### src/sv/etk_pkg.sv
package etk_pkg;

  localparam int ELITE_MAX_DEFAULT = 8;
  localparam int POP_MAX = 1024;

  localparam int FIT_W = 32;
  localparam int IDX_W = 10;
  localparam int SLOT_W = 3;
  localparam int COUNT_W = 4;
  localparam logic [COUNT_W-1:0] COUNT_RESET = COUNT_W'(2);

  localparam logic signed [FIT_W-1:0] FIT_LARGEST = 32'sh7FFF_FFFF;

  typedef enum logic [1:0] {
    CMD_CLEAR = 2'd0,
    CMD_OFFER = 2'd1,
    CMD_READ  = 2'd2
  } cmd_e;

  typedef struct packed {
    logic [1:0]              command;
    logic signed [FIT_W-1:0] fitness;
    logic [IDX_W-1:0]        individual_index;
    logic [SLOT_W-1:0]       slot;
  } request_t;

  typedef struct packed {
    logic                    kept;
    logic [SLOT_W-1:0]       rank;
    logic signed [FIT_W-1:0] slot_fitness;
    logic [IDX_W-1:0]        slot_individual;
  } result_t;

  typedef struct packed {
    logic signed [FIT_W-1:0] fitness;
    logic [IDX_W-1:0]        individual;
  } entry_t;

  localparam entry_t ENTRY_RESET = '{fitness: FIT_LARGEST, individual: '0};

  typedef struct packed {
    logic   clear;
    logic   offer;
    entry_t cand;
  } cell_ctl_t;

  typedef struct packed {
    logic   found;
    entry_t prev;
  } link_t;

endpackage

### src/sv/etk_cell.sv
module etk_cell (
  input  logic              clk,
  input  logic              rst,
  input  etk_pkg::cell_ctl_t ctl,
  input  logic              in_use,
  input  etk_pkg::link_t    link_in,
  output logic              found_out,
  output logic              take,
  output etk_pkg::entry_t   entry,
  output etk_pkg::entry_t   entry_next
);
  import etk_pkg::*;

  logic beats;
  logic shift;

  assign beats = ctl.cand.fitness < entry.fitness;
  assign take  = ctl.offer && in_use && beats && !link_in.found;
  assign shift = ctl.offer && in_use && link_in.found;
  assign found_out = link_in.found || take;

  always_comb begin
    if (ctl.clear) begin
      entry_next = ENTRY_RESET;
    end else if (shift) begin
      entry_next = link_in.prev;
    end else if (take) begin
      entry_next = ctl.cand;
    end else begin
      entry_next = entry;
    end
  end

  always_ff @(posedge clk) begin
    if (rst) begin
      entry <= ENTRY_RESET;
    end else begin
      entry <= entry_next;
    end
  end

endmodule

### src/sv/elite_top_k_tracker.sv
// Channel   | Signals                         | Handshake
// ----------+---------------------------------+-------------------------------
// request   | start, busy, request            | taken when start && !busy
// result    | done, result                    | valid for the one cycle done is high
// config    | cfg_valid, cfg_ready, cfg_data  | written when cfg_valid && cfg_ready
//
// One request per cycle; busy stays low. The registered result, set by the single
// compare-and-shift step through the cell row, appears in the next cycle.
// Reset fills every slot with the largest fitness and sets the count to two.
// The receiver cannot stall: each result is shown for exactly one cycle.
module elite_top_k_tracker #(
  parameter int ELITE_MAX = etk_pkg::ELITE_MAX_DEFAULT
) (
  input  logic                          clk,
  input  logic                          rst,
  input  logic                          start,
  output logic                          busy,
  input  etk_pkg::request_t             request,
  output logic                          done,
  output etk_pkg::result_t              result,
  input  logic                          cfg_valid,
  output logic                          cfg_ready,
  input  logic [etk_pkg::COUNT_W-1:0]   cfg_data
);
  import etk_pkg::*;

  localparam int CW = $clog2(ELITE_MAX + 1);
  localparam int IW = (ELITE_MAX > 1) ? $clog2(ELITE_MAX) : 1;

  logic [COUNT_W-1:0] elite_count;
  logic [CW-1:0]      count_eff;
  logic               accept;
  cell_ctl_t          ctl;
  logic [ELITE_MAX-1:0] in_use;
  logic [ELITE_MAX-1:0] take;
  logic [ELITE_MAX:0]   found;
  entry_t             entries [ELITE_MAX];
  entry_t             entries_next [ELITE_MAX];
  link_t              links [ELITE_MAX];
  logic [IW-1:0]      shown;
  entry_t             read_entry;
  logic [SLOT_W-1:0]  rank_hit;
  result_t            result_next;

  assign busy      = 1'b0;
  assign cfg_ready = 1'b1;
  assign accept    = start && !busy;

  always_comb begin
    if (elite_count == '0) begin
      count_eff = CW'(1);
    end else if (32'(elite_count) > ELITE_MAX) begin
      count_eff = CW'(ELITE_MAX);
    end else begin
      count_eff = CW'(elite_count);
    end
  end

  assign ctl.clear = accept && (request.command == CMD_CLEAR);
  assign ctl.offer = accept && (request.command == CMD_OFFER)
                     && (32'(request.individual_index) < POP_MAX);
  assign ctl.cand  = '{fitness: request.fitness, individual: request.individual_index};

  assign found[0] = 1'b0;

  for (genvar j = 0; j < ELITE_MAX; j++) begin : g_cell
    assign in_use[j] = 32'(j) < 32'(count_eff);
    if (j == 0) begin : g_head
      assign links[j] = '{found: found[j], prev: ctl.cand};
    end else begin : g_body
      assign links[j] = '{found: found[j], prev: entries[j-1]};
    end
    etk_cell u_cell (
      .clk        (clk),
      .rst        (rst),
      .ctl        (ctl),
      .in_use     (in_use[j]),
      .link_in    (links[j]),
      .found_out  (found[j+1]),
      .take       (take[j]),
      .entry      (entries[j]),
      .entry_next (entries_next[j])
    );
  end

  // one-hot take, so OR of the positions gives the rank
  always_comb begin
    rank_hit = '0;
    for (int j = 0; j < ELITE_MAX; j++) begin
      if (take[j]) begin
        rank_hit = rank_hit | SLOT_W'(j);
      end
    end
  end

  always_comb begin
    if (32'(request.slot) < 32'(count_eff)) begin
      shown = IW'(request.slot);
    end else begin
      shown = IW'(count_eff - CW'(1));
    end
  end

  always_comb begin
    read_entry = entries[0];
    for (int j = 0; j < ELITE_MAX; j++) begin
      if (IW'(j) == shown) begin
        read_entry = entries[j];
      end
    end
  end

  always_comb begin
    result_next.kept = found[ELITE_MAX];
    result_next.rank = rank_hit;
    if (request.command == CMD_READ) begin
      result_next.slot_fitness    = read_entry.fitness;
      result_next.slot_individual = read_entry.individual;
    end else begin
      result_next.slot_fitness    = entries_next[0].fitness;
      result_next.slot_individual = entries_next[0].individual;
    end
  end

  always_ff @(posedge clk) begin
    if (rst) begin
      elite_count <= COUNT_RESET;
      done        <= 1'b0;
    end else begin
      if (cfg_valid && cfg_ready) begin
        elite_count <= cfg_data;
      end
      done <= accept;
    end
  end

  always_ff @(posedge clk) begin
    if (accept) begin
      result <= result_next;
    end
  end

  a_done_follows_request : assert property (@(posedge clk) disable iff (rst)
    done |-> $past(start && !busy))
    else $error("result strobe without a request");

  a_single_insert : assert property (@(posedge clk) disable iff (rst)
    $onehot0(take))
    else $error("candidate inserted in more than one cell");

  a_bad_index_dropped : assert property (@(posedge clk) disable iff (rst)
    (accept && request.command == CMD_OFFER && 32'(request.individual_index) >= POP_MAX)
    |=> !result.kept)
    else $error("offer with index outside population was kept");

  a_clear_result : assert property (@(posedge clk) disable iff (rst)
    (accept && request.command == CMD_CLEAR)
    |=> (result.slot_fitness == FIT_LARGEST && !result.kept))
    else $error("clear did not leave best slot at largest fitness");

endmodule
### config.mk
export PLATFORM = sky130hd
export DESIGN_NAME = elite_top_k_tracker
export DESIGN_NICKNAME = d
export VERILOG_FILES = /design/src/sv/etk_pkg.sv /design/src/sv/etk_cell.sv /design/src/sv/elite_top_k_tracker.sv
export SDC_FILE = /design/constraint.sdc
export NUM_CORES = 1
export LEC_CHECK = 0
export BUFFER_PORTS_ARGS = -buffer_cell sky130_fd_sc_hd__buf_2
export CAP_MARGIN = 40
export CORE_ASPECT_RATIO = 0.75
export CORE_MARGIN = 3
export CORE_UTILIZATION = 45
export CTS_BUF_LIST = sky130_fd_sc_hd__clkbuf_8
export DETAILED_ROUTE_END_ITERATION = 8
export GPL_TIMING_DRIVEN = 1
export HOLD_SLACK_MARGIN = 0.02
export PLACE_DENSITY = 0.71
export SLEW_MARGIN = 30
export SYNTH_ARGS = -nofsm -noshare
export SYNTH_HDL_FRONTEND = slang
export SYNTH_SLANG_ARGS = --single-unit
export TNS_END_PERCENT = 50
### constraint.sdc
create_clock -name clk -period 10.33 [get_ports clk]
set_clock_uncertainty 0.2 [all_clocks]
set_input_delay 1.5495 -clock clk [delete_from_list [all_inputs] [get_ports clk]]
set_output_delay 1.5495 -clock clk [all_outputs]
set_load 0.005 [all_outputs]
Word-level counts from Yosys, hierarchy flattened --
Index checks and enable logic that the tools add are counted.
Operators by class: $add $sub $neg 1, $mul 0, div/mod/pow operators 0, magnitude comparators 18, eq/ne operators 9, shifts and indexed selects 0, muxes and demuxes 32, bitwise operators 0, reductions and logical operators 58
Operators with widths (count):
- 2-to-1 mux 42 bit | 24
- < comparator 32 bit | 8
- logical AND 1 bit | 32
- < comparator 3 x 4 -> 1 bit (first input constant) | 4
- nonzero test 2 bit | 7
- equality test 3 bit (first input constant) | 4
- 2-to-1 mux 3 bit | 3
- < comparator 1 x 4 -> 1 bit (first input constant) | 2
- < comparator 2 x 4 -> 1 bit (first input constant) | 2
- 2-to-1 mux 4 bit | 2
- zero test 1 bit | 7
- logical OR 1 bit | 7
- equality test 2 x 3 -> 1 bit (first input constant) | 2
- > comparator 4 bit (second input constant) | 1
- zero test 4 bit | 1
- < comparator 3 x 4 -> 1 bit | 1
- 2-to-1 mux 2 bit | 2
- OR reduction 2 bit | 2
- OR reduction 4 bit | 1
- equality test 1 x 3 -> 1 bit (first input constant) | 1
- subtractor 3 x 1 -> 3 bit (second input constant) | 1
- equality test 2 x 1 -> 1 bit (second input constant) | 1
- equality test 2 bit (second input constant) | 1
- zero test 2 bit | 1
- 2-to-1 mux 1 bit | 1
Storage, ports and cells: bits in registers 387, bits in latches 0, memory bits (writable) 0, memory bits (read-only) 0, bits of input ports 55, output and inout bits 49, word-level logic and storage cells 142, memories 0

Logic depth before layout (Yosys ltp) --
depth after elaboration 28, gate-level depth with buffers 16, mapped depth without buffers 12

Cells and area by module --
Synthesis repeated with hierarchy kept, for this count alone.
Second synthesis, totals: cell total of the unflattened synthesis 3960, area total of the unflattened synthesis 31280.0 µm²
Modules (own cells, without submodules):
- etk_cell (g_cell[0].u_cell ...) | times used 6, cells an instance 411, area an instance 3171.8 µm², sequential area each 840.8 µm²
- etk_cell (g_cell[6].u_cell ...) | times used 2, cells an instance 447, area an instance 3550.9 µm², sequential area each 840.8 µm²
- elite_top_k_tracker | times used 1, cells an instance 600, area an instance 5147.4 µm², sequential area each 1481.4 µm²

Least setup slack after synthesis --
OpenSTA, ideal clock, no wires.
path type input to register, start point input port request[38] (netlist name), end point register g_cell[6].u_cell.entry[2] (netlist name), setup time 0.138 ns, data arrival time 4.439 ns, required time 9.992 ns, slack 5.553 ns, stages 12, buffers on the path 2, cells stage by stage ha_1 a21o_1 a221o_1 a221oi_1 o21ai_0 a21oi_1 mux2_2 or4_1 buf_2 buf_2 o211ai_1 o221ai_1
Between the ends: longest elaborated chain between the ends 20, elaborated cells on any way between the ends 34, classes of those cells order compare (7); mux (1); reduce/logical (26)
RTL lines:
- from (decl) | line elite_top_k_tracker.sv:18 | input etk_pkg::request_t request,
- < comparator 32 bit | line etk_cell.sv:17 | assign beats = ctl.cand.fitness < entry.fitness;
- logical AND 1 bit | line etk_cell.sv:18 | assign take = ctl.offer && in_use && beats && !link_in.found;
- zero test 1 bit | line etk_cell.sv:18
- logical AND 1 bit | line etk_cell.sv:18
- logical OR 1 bit | line etk_cell.sv:20 | assign found_out = link_in.found || take;
- zero test 1 bit | line etk_cell.sv:18
- logical AND 1 bit | line etk_cell.sv:18
- logical OR 1 bit | line etk_cell.sv:20
- (+4 left out)
- logical AND 1 bit | line etk_cell.sv:18
- logical OR 1 bit | line etk_cell.sv:20
- zero test 1 bit | line etk_cell.sv:18
- logical AND 1 bit | line etk_cell.sv:18
- logical OR 1 bit | line etk_cell.sv:20
- zero test 1 bit | line etk_cell.sv:18
- logical AND 1 bit | line etk_cell.sv:18
- nonzero test 2 bit (no source line)
- to (signal assigned) | line etk_cell.sv:38 | entry <= entry_next;
- to (decl) | line etk_cell.sv:9 | output etk_pkg::entry_t entry,
Parallel ways exist; a longest one is shown, timed or not. A chain may end at the register's enable or synchronous reset.

Worst setup path after layout --
start point input port request[40] (netlist name), end point register g_cell[5].u_cell.entry[26] (netlist name)
Between the ends: longest elaborated chain between the ends 17, elaborated cells on any way between the ends 29, classes of those cells order compare (6); mux (1); reduce/logical (22)
RTL lines (line):
- < comparator 32 bit | etk_cell.sv:17
- logical AND 1 bit | etk_cell.sv:18
- zero test 1 bit | etk_cell.sv:18
- logical AND 1 bit | etk_cell.sv:18
- logical OR 1 bit | etk_cell.sv:20
- zero test 1 bit | etk_cell.sv:18
- logical AND 1 bit | etk_cell.sv:18
- logical OR 1 bit | etk_cell.sv:20
- zero test 1 bit | etk_cell.sv:18
- logical AND 1 bit | etk_cell.sv:18
- logical OR 1 bit | etk_cell.sv:20
- zero test 1 bit | etk_cell.sv:18
- logical AND 1 bit | etk_cell.sv:18
- logical OR 1 bit | etk_cell.sv:20
- zero test 1 bit | etk_cell.sv:18
- logical AND 1 bit | etk_cell.sv:18
- nonzero test 2 bit (no source line)
- to (signal assigned) | etk_cell.sv:38
- to (decl) | etk_cell.sv:9
Parallel ways exist; a longest one is shown, timed or not.

==> results.cfg <==
[sta]
fmax_mhz = 169
finalMaxSlewViolations = 0
slew_headroom_pct = 26.8
hold_violations = 0
fin_crit_sh_pct = 57.2
rsz0062_at_grt = false
tightest_slew_ps = 1100
setup-tns-final_ps = 0
holdWs_ps = 277
finalCriticalPeriod_ps = 5900
finalSetupViolations = 0

[die]
core_area_sq_um = 56300
dieArea_sq_um = 60300
die_w_microns = 282
die_h_microns = 213
initial_core_util_pct = 45.8
num_rows = 75
io_pins = 104

[routing]
wl_per_cell_microns = 25.4
wl_met2_microns = 39700
wl_microns = 99800
ant_nets = 0
vias = 25300
drt-initial-drc-count = 3622
first_pass_iters = 6
drt-met1-wl_microns = 40900
met3_length_microns = 15100
drcViolationCount = 0
via_per_inst = 6.46
top_layer_used = met5

[global_routing]
grt_pass1_vias = 23600
grt_first_pass_wirelength_microns = 148000
grt_usage_pct = 32.4
antenna_found_initial = 2
grt_max_degree = 199
grt_overflow = 0

[clock_network]
clk_path_buf_depth = 3
hold_buffers = 0
insertion_delay_ps = 690
h-tree-depth = 3
postCtsSetupBuffers = 0
cts-resized-gates = 0
clock_sinks = 387
root_buffer = clkbuf_8
cts_made_buffers = 68
clk_pin_slew_worst_paths_ps = 60
cts_tree = done

[logic_synthesis]
synth_area_leaders = dfxtp_1 (26%), ha_1 (12%), mux2i_1 (11%)
syn-num-nets = 3428
syn_inst = 3120
ys_warn_count = 0
synth_flop_cell = dfxtp_1
synth_top_area_share_pct = 26.5
synth-seq-cells = 387
synth_edf_count = 46
yosys.area.top_type = dfxtp_1
synth.cell_area_sq_um = 25800
synthArstFlopShare_pct = 0
synth_area_per_cell_sq_um = 8.27
ys_seq_area_share_pct = 31.8
synth_cell_types = 67

[placement]
place_congestion = 1.05
hpwl_microns = 66000
numPortBuffers = 101
placed_area_sq_um = 27200

[pwr]
p_switching_mw = 1.26
powerDensity_nw_per_um2 = 136
switching_share_pct = 32.2
p_leak_nw = 13.8
comb_power_share_pct = 19.7
internal-power_mw = 2.66
p_clk_share_pct = 39.5
ir_drop_uv = 83.8
seqPwrFrac_pct = 40.9

[final_layout]
regArea_sq_um = 8210
fin_area_sq_um = 28700
multiInputGateArea_sq_um = 15900
final_nets = 3448
final_common_cell = nor2_1
diodes = 0
drive_above_1_share_pct = 10.1
finish.utilization_pct = 51.0
syn_to_final_growth_pct = 11.4
final_cell_mix = nor2_1 (344), dfxtp_1 (341), inv_1 (315), nand2_1 (282), mux2i_1 (268)
nFillCells = 5304

[worst_setup_path]
cpPeakStageDelay_ps = 760
cp_max_fo = 22
path_class = in -> reg
crit_path_end_kind = flip-flop
cp_num_buf_inv = 3
cp.arrival_ps = 6310
slowest_stage = mux2_2
crit_path_start_kind = input port
critPathMostFrequentCell = buf_4
path_cells = buf_2, ha_1, and2_0, a221o_1, a221oi_1, o21ai_0, a21oi_1, mux2_2, nor4_4, buf_4, a21oi_4, buf_4, mux2i_1
crit_family = compound AO/OA/AOI/OAI gates
critPathRequiredTime_ps = 10740

[flow_run]
cap_viol_max_count = 0

[worst_hold_path]
holdCritPathClass = reg -> reg

[status]
status = complete, no violations
-- metrics by stage --
stage	worst slack (ps)	cells	power [mW]
after CTS	4580	3920	3.89
after global placement	3950	3783	2.34
after detailed placement	3870	3797	2.36
after floorplan	5550	3120	2.06
final	4430	3924	3.91
after global routing	4410	3924	4.04
-- logic make-up after synthesis --
kind of cell               count (synthesis)  synth area share (%)
AOI/OAI and AO/OA                        839                  22.6
xor gates and xnor gates                   3                 0.102
adders and majority gates                253                  12.3
buffers and inverters                    504                  7.60
DFF                                      387                  31.8
muxes                                    298                  11.8
other                                      2                0.0291
and+or+nand+nor                          834                  13.8
-- final cells by class --
type                       count  area share [%]
multi-input combinational   2229            55.4
sequential                   387            28.6
timing repair buffer         164            4.10
clock buffer                  85            4.07
inverter                     290            3.79
tap                          731            3.18
clock inverter                38           0.932
-- flip-flops by register name (all words and copies together) (netlist names) --
| signal | count |
|---|---|
| elite_count | 4 |
| result | 46 |
| g_cell.u_cell.entry | 336 |
| done | 1 |
-- cell usage after synthesis, types with 3 or more instances --
cell / instances
o21a_1: 20
o21ai_1: 3
ha_1: 253
a2111oi_0: 6
o221ai_1: 79
dfxtp_1: 341
a221oi_1: 59
a32oi_1: 22
o31ai_1: 14
nor3_1: 42
a31oi_1: 41
nand2b_1: 26
inv_1: 290
buf_1: 13
buf_4: 5
mux2i_1: 274
o21ai_0: 164
a22oi_1: 8
a211o_1: 38
and2_1: 15
o22ai_1: 23
clkbuf_1: 165
nor3b_1: 4
a21o_1: 34
nor2b_1: 11
a21oi_1: 140
buf_2: 29
o211ai_1: 23
mux2_2: 21
a211oi_1: 121
or2_2: 4
nor4_1: 3
nand2_1: 283
a222oi_1: 11
a221o_1: 13
and4_1: 8
nor2_1: 349
and3_1: 7
edfxtp_1: 46
nand3_1: 42
nand4_1: 32
-- power by group through the flow --
| stage | Sequential [mW] | Clock, mW | Combinational [mW] |
|---|---|---|---|
| after floorplan | 1.62 | 0 | 0.435 |
| final | 1.60 | 1.54 | 0.770 |
| after CTS | 1.60 | 1.56 | 0.733 |
| after global routing | 1.60 | 1.63 | 0.810 |
| after detailed placement | 1.63 | 0 | 0.732 |
| after global placement | 1.63 | 0 | 0.711 |
-- worst paths after layout --
path / slack [ps] / endpoint / startpoint / depth (start not counted)
worst min register to register: 280 / g_cell[4].u_cell.entry[39]$_SDFFE_PP1P_ / g_cell[3].u_cell.entry[39]$_SDFFE_PP1P_ / 2
worst max register to register: 4810 / result[32]$_DFFE_PP_ / elite_count[2]$_SDFFE_PP0P_ / 12
worst min-delay path: 280 / g_cell[4].u_cell.entry[39]$_SDFFE_PP1P_ / g_cell[3].u_cell.entry[39]$_SDFFE_PP1P_ / 2
worst max-delay path: 4430 / g_cell[5].u_cell.entry[26]$_SDFFE_PP1P_ / request[40] / 13
-- worst register-to-register path: cells and delay by family (launching register included) --
family	cells	cell delay [ps]
DFF	1	610
and+or+nand+nor	4	1290
adders and majority gates	1	360
AOI/OAI and AO/OA	5	1590
muxes	1	680
buffers and inverters	1	540
-- layer usage --
| layer | up-vias | GRT usage [%] |
|---|---|---|
| met5 | - | 0 |
| met4 | 2 | 12.5 |
| met3 | 311 | 12.1 |
| met2 | 1840 | 45.7 |
| met1 | 11800 | 44.8 |
| li1 | 11400 | - |
Note: power is estimated with default switching activity, not from simulation.
